File: src/sv/ackcw_pkg.sv
package ackcw_pkg;

    localparam int SEQ_WIDTH_DEF   = 15;
    localparam int QUEUE_DEPTH     = 2;
    localparam int IN_TDATA_W      = 24;
    localparam int IN_TUSER_W      = 2;
    localparam int OUT_TDATA_W     = 40;
    localparam int OUT_TUSER_W     = 3;
    localparam int CFG_INDEX_W     = 2;
    localparam int CFG_DATA_W      = 8;

    // Reset values of the configuration registers.
    localparam logic [7:0] INIT_THRESH_RST = 8'd127;
    localparam logic [3:0] DUP_LIMIT_RST   = 4'd3;
    localparam logic [7:0] FLOOR_RST       = 8'd2;

    // Special ACK codes, as 16-bit two's complement.
    localparam logic [15:0] ACK_PROBE = 16'hFFFE;  // -2
    localparam logic [15:0] ACK_FIN   = 16'hFFF7;  // -9
    localparam logic [15:0] ACK_CLOSE = 16'hFFF6;  // -10

    typedef enum logic [1:0] {
        CFG_INIT_THRESH = 2'd0,
        CFG_DUP_LIMIT   = 2'd1,
        CFG_FLOOR       = 2'd2,
        CFG_UNUSED      = 2'd3
    } cfg_index_t;

    typedef enum logic [1:0] {
        FUNC_SENT    = 2'd0,
        FUNC_ACK     = 2'd1,
        FUNC_TIMEOUT = 2'd2,
        FUNC_FIN     = 2'd3
    } func_t;

    typedef enum logic [2:0] {
        EV_SENT,
        EV_TIMEOUT,
        EV_FIN,
        EV_PROBE_OPEN,
        EV_FIN_ACK,
        EV_CLOSE,
        EV_SEQ_ACK,
        EV_OTHER_ACK
    } ev_op_t;

    typedef enum logic [2:0] {
        KIND_NONE    = 3'd0,
        KIND_DATA    = 3'd1,
        KIND_PROBE   = 3'd2,
        KIND_FIN     = 3'd3,
        KIND_CLOSING = 3'd4
    } kind_t;

    typedef struct packed {
        ev_op_t      op;
        logic        is_ack;
        logic [15:0] ack_raw;
        logic [7:0]  adv;
    } entry_t;

    typedef struct packed {
        logic [7:0]  cong_window;
        logic [7:0]  slow_threshold;
        logic [7:0]  send_allowance;
        kind_t       resend_kind;
        logic [14:0] resend_seq;
        logic        peer_closed;
    } result_t;

    typedef struct packed {
        logic                   valid;
        logic [CFG_INDEX_W-1:0] index;
        logic [CFG_DATA_W-1:0]  data;
    } cfg_wr_t;

endpackage

File: src/sv/ack_congestion_window_control_core.sv
// Sender-side congestion window controller in the Reno style. Each input beat is
// one event (tuser selects segment sent, ACK, timeout or FIN sent; tdata carries
// the ACK number or code and the advertised window), and each event yields exactly
// one output beat with cwnd, ssthresh, the send allowance and any retransmit
// request. A decoder feeds a two-entry queue, and the state update drains it at
// one beat per clock unless the output stalls, so the block sustains one event per
// cycle; each event is queued and its result registered as it leaves the queue. The
// window update sets that rate. Configuration writes must be issued only while
// no event is in flight; writing the initial threshold reloads ssthresh at once.
module ack_congestion_window_control_core #(
    parameter int SEQ_WIDTH = ackcw_pkg::SEQ_WIDTH_DEF
) (
    input  logic                                clk,
    input  logic                                rst_n,
    input  logic                                s_axis_tvalid,
    output logic                                s_axis_tready,
    // ack_code[15:0], adv_window[23:16]
    input  logic [ackcw_pkg::IN_TDATA_W-1:0]    s_axis_tdata,
    // func[1:0]
    input  logic [ackcw_pkg::IN_TUSER_W-1:0]    s_axis_tuser,
    output logic                                m_axis_tvalid,
    input  logic                                m_axis_tready,
    // cong_window[7:0], slow_threshold[15:8], send_allowance[23:16],
    // resend_seq[38:24], peer_closed[39]
    output logic [ackcw_pkg::OUT_TDATA_W-1:0]   m_axis_tdata,
    // resend_kind[2:0]
    output logic [ackcw_pkg::OUT_TUSER_W-1:0]   m_axis_tuser,
    input  logic                                cfg_valid,
    output logic                                cfg_ready,
    input  logic [ackcw_pkg::CFG_INDEX_W-1:0]   cfg_index,
    input  logic [ackcw_pkg::CFG_DATA_W-1:0]    cfg_data
);
    import ackcw_pkg::*;

    entry_t  push_entry;
    entry_t  head;
    logic    push;
    logic    pop;
    logic    queue_full;
    logic    queue_empty;
    cfg_wr_t cfg_wr;
    result_t result;

    assign cfg_ready    = 1'b1;
    assign cfg_wr.valid = cfg_valid;
    assign cfg_wr.index = cfg_index;
    assign cfg_wr.data  = cfg_data;

    ackcw_front u_front (
        .in_valid   (s_axis_tvalid),
        .in_ready   (s_axis_tready),
        .func       (func_t'(s_axis_tuser)),
        .ack_code   (s_axis_tdata[15:0]),
        .adv_window (s_axis_tdata[23:16]),
        .queue_full (queue_full),
        .push       (push),
        .entry      (push_entry)
    );

    ackcw_queue u_queue (
        .clk        (clk),
        .rst_n      (rst_n),
        .push       (push),
        .push_entry (push_entry),
        .pop        (pop),
        .head       (head),
        .full       (queue_full),
        .empty      (queue_empty)
    );

    ackcw_back #(
        .SEQ_WIDTH (SEQ_WIDTH)
    ) u_back (
        .clk         (clk),
        .rst_n       (rst_n),
        .cfg_wr      (cfg_wr),
        .head        (head),
        .queue_empty (queue_empty),
        .pop         (pop),
        .out_valid   (m_axis_tvalid),
        .out_ready   (m_axis_tready),
        .out_result  (result)
    );

    assign m_axis_tdata = {result.peer_closed, result.resend_seq, result.send_allowance,
                           result.slow_threshold, result.cong_window};
    assign m_axis_tuser = result.resend_kind;

endmodule

File: src/sv/ackcw_front.sv
module ackcw_front (
    input  logic                  in_valid,
    output logic                  in_ready,
    input  ackcw_pkg::func_t      func,
    input  logic signed [15:0]    ack_code,
    input  logic [7:0]            adv_window,
    input  logic                  queue_full,
    output logic                  push,
    output ackcw_pkg::entry_t     entry
);
    import ackcw_pkg::*;

    assign in_ready = !queue_full;
    assign push     = in_valid && !queue_full;

    always_comb
    begin
        entry.ack_raw = ack_code;
        entry.adv     = adv_window;
        entry.is_ack  = (func == FUNC_ACK);
        entry.op      = EV_OTHER_ACK;
        unique case (func)
            FUNC_SENT:    entry.op = EV_SENT;
            FUNC_TIMEOUT: entry.op = EV_TIMEOUT;
            FUNC_FIN:     entry.op = EV_FIN;
            FUNC_ACK:
            begin
                // A probe reply with a closed window is handled like a timeout.
                if (ack_code == ACK_PROBE)
                    entry.op = (adv_window != 8'd0) ? EV_PROBE_OPEN : EV_TIMEOUT;
                else if (ack_code == ACK_FIN)
                    entry.op = EV_FIN_ACK;
                else if (ack_code == ACK_CLOSE)
                    entry.op = EV_CLOSE;
                else if (!ack_code[15])
                    entry.op = EV_SEQ_ACK;
                else
                    entry.op = EV_OTHER_ACK;
            end
        endcase
    end

endmodule

File: src/sv/ackcw_queue.sv
module ackcw_queue (
    input  logic              clk,
    input  logic              rst_n,
    input  logic              push,
    input  ackcw_pkg::entry_t push_entry,
    input  logic              pop,
    output ackcw_pkg::entry_t head,
    output logic              full,
    output logic              empty
);
    import ackcw_pkg::*;

    localparam int PTR_W = (QUEUE_DEPTH > 1) ? $clog2(QUEUE_DEPTH) : 1;
    localparam int CNT_W = $clog2(QUEUE_DEPTH + 1);
    localparam logic [PTR_W-1:0] LAST_PTR = PTR_W'(QUEUE_DEPTH - 1);
    localparam logic [CNT_W-1:0] FULL_CNT = CNT_W'(QUEUE_DEPTH);

    entry_t            slot_reg [QUEUE_DEPTH];
    logic [PTR_W-1:0]  wr_ptr_reg, wr_ptr_next;
    logic [PTR_W-1:0]  rd_ptr_reg, rd_ptr_next;
    logic [CNT_W-1:0]  count_reg, count_next;

    assign full  = (count_reg == FULL_CNT);
    assign empty = (count_reg == '0);
    assign head  = slot_reg[rd_ptr_reg];

    always_comb
    begin
        wr_ptr_next = wr_ptr_reg;
        rd_ptr_next = rd_ptr_reg;
        count_next  = count_reg;
        if (push)
            wr_ptr_next = (wr_ptr_reg == LAST_PTR) ? '0 : wr_ptr_reg + 1'b1;
        if (pop)
            rd_ptr_next = (rd_ptr_reg == LAST_PTR) ? '0 : rd_ptr_reg + 1'b1;
        if (push && !pop)
            count_next = count_reg + 1'b1;
        else if (pop && !push)
            count_next = count_reg - 1'b1;
    end

    always_ff @(posedge clk or negedge rst_n)
    begin
        if (!rst_n)
        begin
            wr_ptr_reg <= '0;
            rd_ptr_reg <= '0;
            count_reg  <= '0;
        end
        else
        begin
            wr_ptr_reg <= wr_ptr_next;
            rd_ptr_reg <= rd_ptr_next;
            count_reg  <= count_next;
        end
    end

    always_ff @(posedge clk)
    begin
        if (push)
            slot_reg[wr_ptr_reg] <= push_entry;
    end

endmodule

File: src/sv/ackcw_back.sv
module ackcw_back #(
    parameter int SEQ_WIDTH = ackcw_pkg::SEQ_WIDTH_DEF
) (
    input  logic               clk,
    input  logic               rst_n,
    input  ackcw_pkg::cfg_wr_t cfg_wr,
    input  ackcw_pkg::entry_t  head,
    input  logic               queue_empty,
    output logic               pop,
    output logic               out_valid,
    input  logic               out_ready,
    output ackcw_pkg::result_t out_result
);
    import ackcw_pkg::*;

    localparam int CMP_W = (SEQ_WIDTH > 15) ? SEQ_WIDTH : 15;

    logic [3:0]           dup_limit_reg;
    logic [7:0]           floor_reg;

    logic [7:0]           cwnd_reg, cwnd_next;
    logic [7:0]           ssthresh_reg, ssthresh_next;
    logic                 slow_start_reg, slow_start_next;
    logic [7:0]           fraction_reg, fraction_next;
    logic [SEQ_WIDTH-1:0] oldest_reg, oldest_next;
    logic [SEQ_WIDTH-1:0] next_seq_reg, next_seq_next;
    logic [7:0]           peer_win_reg, peer_win_next;
    logic [15:0]          last_ack_reg, last_ack_next;
    logic [3:0]           dup_count_reg, dup_count_next;
    logic                 fin_sent_reg, fin_sent_next;
    logic                 fin_acked_reg, fin_acked_next;

    logic                 out_valid_reg;
    result_t              result_reg, result_next;

    logic [CMP_W-1:0]     ack_cmp;
    logic [CMP_W-1:0]     oldest_cmp;
    logic [SEQ_WIDTH-1:0] ack_masked;
    logic [7:0]           cwnd_inc;
    logic [8:0]           fraction_inc;
    logic [SEQ_WIDTH-1:0] outstanding;
    logic [SEQ_WIDTH-1:0] cwnd_wide;
    logic [7:0]           space;
    kind_t                kind;
    logic [14:0]          resend_seq;
    logic                 closed;

    // Threshold after a loss: half the usable window, not below the floor.
    function automatic logic [7:0] loss_thresh(input logic [7:0] cw, input logic [7:0] pw,
                                               input logic [7:0] fl);
        logic [7:0] m;
        m = (cw < pw) ? cw : pw;
        m = m >> 1;
        return (m > fl) ? m : fl;
    endfunction

    assign pop        = !queue_empty && (!out_valid_reg || out_ready);
    assign out_valid  = out_valid_reg;
    assign out_result = result_reg;

    assign ack_cmp    = CMP_W'(head.ack_raw[14:0]);
    assign oldest_cmp = CMP_W'(oldest_reg);
    assign ack_masked = SEQ_WIDTH'(ack_cmp);
    assign cwnd_inc   = (cwnd_reg == 8'hFF) ? cwnd_reg : cwnd_reg + 8'd1;
    assign fraction_inc = {1'b0, fraction_reg} + 9'd1;

    always_comb
    begin
        cwnd_next       = cwnd_reg;
        ssthresh_next   = ssthresh_reg;
        slow_start_next = slow_start_reg;
        fraction_next   = fraction_reg;
        oldest_next     = oldest_reg;
        next_seq_next   = next_seq_reg;
        peer_win_next   = peer_win_reg;
        last_ack_next   = last_ack_reg;
        dup_count_next  = dup_count_reg;
        fin_sent_next   = fin_sent_reg;
        fin_acked_next  = fin_acked_reg;
        kind            = KIND_NONE;
        resend_seq      = '0;
        closed          = 1'b0;

        if (pop)
        begin
            unique case (head.op)
                EV_SENT:
                    next_seq_next = next_seq_reg + 1'b1;
                EV_TIMEOUT:
                begin
                    if (peer_win_reg != 8'd0 && !fin_sent_reg)
                        kind = KIND_DATA;
                    else if (peer_win_reg == 8'd0)
                        kind = KIND_PROBE;
                    if (fin_sent_reg && !fin_acked_reg)
                        kind = KIND_FIN;
                    if (fin_acked_reg)
                        kind = KIND_CLOSING;
                    if (kind == KIND_DATA)
                        resend_seq = 15'(oldest_cmp);
                    ssthresh_next   = loss_thresh(cwnd_reg, peer_win_reg, floor_reg);
                    cwnd_next       = 8'd1;
                    fraction_next   = 8'd0;
                    slow_start_next = 1'b1;
                end
                EV_FIN:
                    fin_sent_next = 1'b1;
                EV_PROBE_OPEN:
                    peer_win_next = head.adv;
                EV_FIN_ACK:
                    fin_acked_next = 1'b1;
                EV_CLOSE:
                    closed = 1'b1;
                EV_SEQ_ACK:
                begin
                    if (ack_cmp > oldest_cmp)
                    begin
                        oldest_next   = ack_masked;
                        peer_win_next = head.adv;
                        if (cwnd_reg >= ssthresh_reg)
                        begin
                            // Congestion avoidance: one segment per window of ACKs.
                            slow_start_next = 1'b0;
                            if (fraction_inc >= {1'b0, cwnd_reg})
                            begin
                                fraction_next = 8'd0;
                                cwnd_next     = cwnd_inc;
                            end
                            else
                            begin
                                fraction_next = fraction_inc[7:0];
                            end
                        end
                        else if (slow_start_reg)
                        begin
                            cwnd_next = cwnd_inc;
                        end
                    end
                end
                EV_OTHER_ACK:
                begin
                end
            endcase

            if (head.is_ack)
            begin
                if (last_ack_reg != head.ack_raw)
                begin
                    dup_count_next = 4'd0;
                    last_ack_next  = head.ack_raw;
                end
                else if (dup_count_reg != 4'hF)
                begin
                    dup_count_next = dup_count_reg + 4'd1;
                end
                // Fast retransmit works on the window as this ACK left it.
                if (dup_count_next >= dup_limit_reg)
                begin
                    dup_count_next = 4'd0;
                    if (!head.ack_raw[15])
                    begin
                        ssthresh_next = loss_thresh(cwnd_next, peer_win_next, floor_reg);
                        kind          = KIND_DATA;
                        resend_seq    = 15'(CMP_W'(ack_masked));
                    end
                end
            end
        end

        outstanding = next_seq_next - oldest_next;
        cwnd_wide   = SEQ_WIDTH'(cwnd_next);
        space       = (cwnd_wide > outstanding) ? 8'(cwnd_wide - outstanding) : 8'd0;

        result_next.cong_window    = cwnd_next;
        result_next.slow_threshold = ssthresh_next;
        result_next.send_allowance = (space < peer_win_next) ? space : peer_win_next;
        result_next.resend_kind    = kind;
        result_next.resend_seq     = resend_seq;
        result_next.peer_closed    = closed;
    end

    always_ff @(posedge clk or negedge rst_n)
    begin
        if (!rst_n)
        begin
            dup_limit_reg   <= DUP_LIMIT_RST;
            floor_reg       <= FLOOR_RST;
            cwnd_reg        <= 8'd1;
            ssthresh_reg    <= INIT_THRESH_RST;
            slow_start_reg  <= 1'b1;
            fraction_reg    <= '0;
            oldest_reg      <= '0;
            next_seq_reg    <= '0;
            peer_win_reg    <= '0;
            last_ack_reg    <= '0;
            dup_count_reg   <= '0;
            fin_sent_reg    <= 1'b0;
            fin_acked_reg   <= 1'b0;
            out_valid_reg   <= 1'b0;
        end
        else
        begin
            cwnd_reg       <= cwnd_next;
            slow_start_reg <= slow_start_next;
            fraction_reg   <= fraction_next;
            oldest_reg     <= oldest_next;
            next_seq_reg   <= next_seq_next;
            peer_win_reg   <= peer_win_next;
            last_ack_reg   <= last_ack_next;
            dup_count_reg  <= dup_count_next;
            fin_sent_reg   <= fin_sent_next;
            fin_acked_reg  <= fin_acked_next;
            // Writing the initial threshold also reloads ssthresh.
            if (cfg_wr.valid && cfg_index_t'(cfg_wr.index) == CFG_INIT_THRESH)
                ssthresh_reg <= cfg_wr.data;
            else
                ssthresh_reg <= ssthresh_next;
            if (pop)
                out_valid_reg <= 1'b1;
            else if (out_ready)
                out_valid_reg <= 1'b0;

            if (cfg_wr.valid)
            begin
                unique case (cfg_index_t'(cfg_wr.index))
                    CFG_INIT_THRESH:
                    begin
                    end
                    CFG_DUP_LIMIT:
                        dup_limit_reg <= cfg_wr.data[3:0];
                    CFG_FLOOR:
                        floor_reg <= cfg_wr.data;
                    CFG_UNUSED:
                    begin
                    end
                endcase
            end
        end
    end

    always_ff @(posedge clk)
    begin
        if (pop)
            result_reg <= result_next;
    end

endmodule

File: config.mk
export PLATFORM = sky130hd
export DESIGN_NAME = ack_congestion_window_control_core
export DESIGN_NICKNAME = d
export VERILOG_FILES = /design/src/sv/ackcw_pkg.sv /design/src/sv/ack_congestion_window_control_core.sv /design/src/sv/ackcw_front.sv /design/src/sv/ackcw_queue.sv /design/src/sv/ackcw_back.sv
export SDC_FILE = /design/constraint.sdc
export NUM_CORES = 1
export LEC_CHECK = 0
export BUFFER_PORTS_ARGS = -buffer_cell sky130_fd_sc_hd__buf_2
export CAP_MARGIN = 25
export CORE_AREA = 4 4 193 195
export CTS_CLUSTER_SIZE = 30
export DETAILED_ROUTE_END_ITERATION = 8
export DIE_AREA = 0 0 197 199
export GPL_TIMING_DRIVEN = 0
export PLACE_DENSITY_LB_ADDON = 0.1
export SLEW_MARGIN = 20
export SYNTH_ARGS = -nofsm -noshare
export SYNTH_HDL_FRONTEND = slang
export SYNTH_SLANG_ARGS = --single-unit
export TNS_END_PERCENT = 20
File: constraint.sdc
create_clock -name clk -period 11.06 [get_ports clk]
set_input_delay 2.212 -clock clk [delete_from_list [all_inputs] [get_ports clk]]
set_output_delay 2.212 -clock clk [all_outputs]
set_load 0.005 [all_outputs]
==> flow_metrics.tcl <==
set metrics [dict create \
    result_of_the_run "completed" \
    syn_avg_cell_area_um2 10.3 \
    timing.fmax_mhz 99.5 \
    cp.arrival_ns 10.34 \
    grt_use_total 0.179 \
    clockBufferDepth 3 \
    layout.cells.non_filler 1781 \
    top_level_ports 87 \
    synth.area.top_cells "sky130_fd_sc_hd__edfxtp_1 24%, sky130_fd_sc_hd__dfrtp_1 18%, sky130_fd_sc_hd__ha_1 9.9%, sky130_fd_sc_hd__mux2i_1 3.8%, sky130_fd_sc_hd__inv_1 3.5%" \
    route.detailed.drc 0 \
    rsz0062_at_grt "no" \
    worst-slew-pin-transition_ns 1.09 \
    numCtsBuffers 25 \
    postSynthCellCount 1185 \
    slew_violations 0 \
    fp.dieArea_um2 39200 \
    first_global_vias 9422 \
    drt_first_iter_violations 554 \
    dieHeight_um 199 \
    grt_pass1_wl_mm 55.1 \
    port-buffer-count 85 \
    final_min_period_over_clock_period 0.909 \
    grt_max_degree 68 \
    final_common_cell "sky130_fd_sc_hd__inv_1" \
    post_cts_resize_count 0 \
    post-cts-setup-buffer-count 0 \
    final-setup-viol-count 0 \
    cp.required_ns 11.34 \
    number_of_antenna_violations_at_the_first_check_in_global_routing 0 \
    via_count 9384 \
    worstHoldPathType "flip-flop to flip-flop" \
    wl_met2_mm 16.9 \
    setup-tns-final_ns 0 \
    final_cell_mix "114 x sky130_fd_sc_hd__inv_1, 99 x sky130_fd_sc_hd__edfxtp_1, 97 x sky130_fd_sc_hd__ha_1" \
    p_leak_nw 6.40 \
    cts_tree "yes" \
    routed_wl_mm 35.0 \
    detail_route.wirelength.met1_mm 15.7 \
    critPathLaunch "u_queue.rd_ptr_reg" \
    syn_nets 1325 \
    dr.pass1.iters 5 \
    postCtsHoldBufs 0 \
    placedCellCount 1735 \
    place.gp.congestion 0.887 \
    synth_enable_flop_cells 99 \
    max_stage_delay_ns 0.72 \
    post_dp_cell_area_um2 13400 \
    clock_insertion_delay_worst_skew_ns 0.55 \
    yosysTopAreaCell "sky130_fd_sc_hd__edfxtp_1" \
    post_drt_via_cell_ratio 5.27 \
    globalRoute.totalOverflow 0 \
    syn_to_final_growth_pct 16.2 \
    min_from "u_queue.count_reg[1]" \
    crit_type "flip-flop to flip-flop" \
    max_reg_flops 56 \
    final.min_clock_period_ns 10.05 \
    sequential_fraction_of_the_synthesis_area 0.453 \
    cts_max_level 1 \
    synth_area_um2 12200 \
    placementRows 69 \
    met3RoutedLength_mm 1.39 \
    num-nets-final 1441 \
    postSynthRegisterBits 201 \
    reg2reg_from "u_queue.rd_ptr_reg" \
    fraction_of_layout_instances_using_a_drive_strength_above_1 0.148 \
    post-place-ws_ns 0.986 \
    fin_util 0.402 \
    ir_worst_vdd_mv 0.141 \
    design.core.area_um2 35400 \
    cp-start-kind "flip-flop" \
    synth_top_cell_area_share 0.243 \
    worst_slew_margin_rel 0.272 \
    route.antenna.remaining_nets 0 \
    postSynth.asyncResetShare 0.507 \
    synthesis.yosys.warnings 0 \
    slowest_stage "sky130_fd_sc_hd__mux2i_1" \
    finalClockSkew_ns 0.0141 \
    timing.critical_path.fanout_max 10 \
    clock-root-buffer "sky130_fd_sc_hd__clkbuf_16" \
    initial_core_util 0.346 \
    routed_wire_length_per_instance_um 19.6 \
    maxCapViolCount 0 \
    layout.cell_area.non_filler_um2 14200 \
    netlist-cell-type-count 90 \
    detailed_place_hpwl_mm 26.6 \
    n_antenna_cell 0 \
    tritoncts_num_sinks 201 \
    clk_pin_slew_ns 0.06 \
    critical_path.endpoint_type "flip-flop" \
    final.setup.worst_slack_ns 1.01 \
    die_x_um 197 \
    maxUsedRoutingLayer "met4" \
    power_per_cell_area_nw_per_um2 300 \
    synth_flop_cell "sky130_fd_sc_hd__edfxtp_1" \
    hold_viol 0 \
]
metrics by stage:
stage | power (mW) | hold WS (ns)
finish | 4.27 | 0.499
global route | 4.64 | 0.519
detailed placement | 3.44 | 0.488
floorplan | 2.76 | 0.450
CTS | 4.33 | 0.503
global placement | 3.42 | 0.465
path summary, 6_finish.rpt:
path	end	slack, ns	cells after the start
setup reg to reg	u_back.out_result[24]	1.01	35
min in group asynchronous	u_back.dup_limit_reg[3]	1.57	1
setup / recovery	u_back.out_result[24]	1.01	35
hold reg to reg	u_queue.count_reg[1]	0.50	1
hold / removal	u_queue.count_reg[1]	0.50	1
max in group asynchronous	u_back.cwnd_reg[0]	8.75	2
cell families (layout without fill, tap and decap cells):
| kind of cell | Yosys count | after routing | synth area share |
|---|---|---|---|
| compound gates | 285 | 285 | 0.158 |
| xor+xnor | 55 | 55 | 0.0400 |
| fa+ha+maj | 99 | 99 | 0.102 |
| buf+inv | 145 | 280 | 0.0462 |
| flops | 201 | 201 | 0.453 |
| mux | 77 | 77 | 0.0663 |
| other cells | 1 | 1 | 0.000306 |
| simple gates | 322 | 322 | 0.134 |
worst max-delay path, delay by kind of cell (launching register included):
family                     cells  cell delay [ns]
AOI/OAI and AO/OA             13             2.92
and+or+nand+nor               10             2.10
buffers and inverters          5             1.59
xor gates and xnor gates       1             0.21
DFF                            1             0.38
muxes                          2             1.08
adders and majority gates      4             1.46
report_power, final:
part           internal [mW]  switching [mW]  total (mW)
Combinational          0.891            1.30        2.19
Sequential              1.07           0.149        1.22
Clock                  0.515           0.337       0.852
layout make-up:
| cell class | count | area [um^2] |
|---|---|---|
| fillers | 3544 | 21200 |
| multi-input cells | 839 | 6150 |
| flip-flops and latches | 201 | 5540 |
| clock buffers | 32 | 692 |
| well taps | 461 | 577 |
| repair buffers | 89 | 527 |
| inverters | 114 | 428 |
| clock inverters | 14 | 170 |
| plain buffers | 31 | 139 |
cell usage after synthesis (6+ instances only):
cell type and instances:
sky130_fd_sc_hd__a211oi_1 9, sky130_fd_sc_hd__a21o_1 23, sky130_fd_sc_hd__a21oi_1 51, sky130_fd_sc_hd__a22o_1 9, sky130_fd_sc_hd__a31oi_1 16, sky130_fd_sc_hd__and3_1 14, sky130_fd_sc_hd__and4_1 10, sky130_fd_sc_hd__clkbuf_1 20
sky130_fd_sc_hd__dfrtp_1 90, sky130_fd_sc_hd__dfstp_2 12, sky130_fd_sc_hd__edfxtp_1 99, sky130_fd_sc_hd__ha_1 97, sky130_fd_sc_hd__inv_1 114, sky130_fd_sc_hd__mux2_1 9, sky130_fd_sc_hd__mux2_2 21, sky130_fd_sc_hd__mux2i_1 46
sky130_fd_sc_hd__nand2_1 65, sky130_fd_sc_hd__nand2b_1 16, sky130_fd_sc_hd__nand3_1 37, sky130_fd_sc_hd__nand3b_1 7, sky130_fd_sc_hd__nand4_1 20, sky130_fd_sc_hd__nor2_1 87, sky130_fd_sc_hd__nor2b_1 9, sky130_fd_sc_hd__nor3_1 22
sky130_fd_sc_hd__nor4_1 13, sky130_fd_sc_hd__o21a_1 11, sky130_fd_sc_hd__o21ai_0 82, sky130_fd_sc_hd__o21ai_1 6, sky130_fd_sc_hd__xnor2_1 39, sky130_fd_sc_hd__xor2_1 15
routing by layer:
metal  vias up  track usage
met5         -            0
met4         0       0.0429
met3        52       0.0257
met2       204        0.308
met1      4523        0.239
li1       4605            -
No activity file was read; power rests on OpenSTA's default activity.
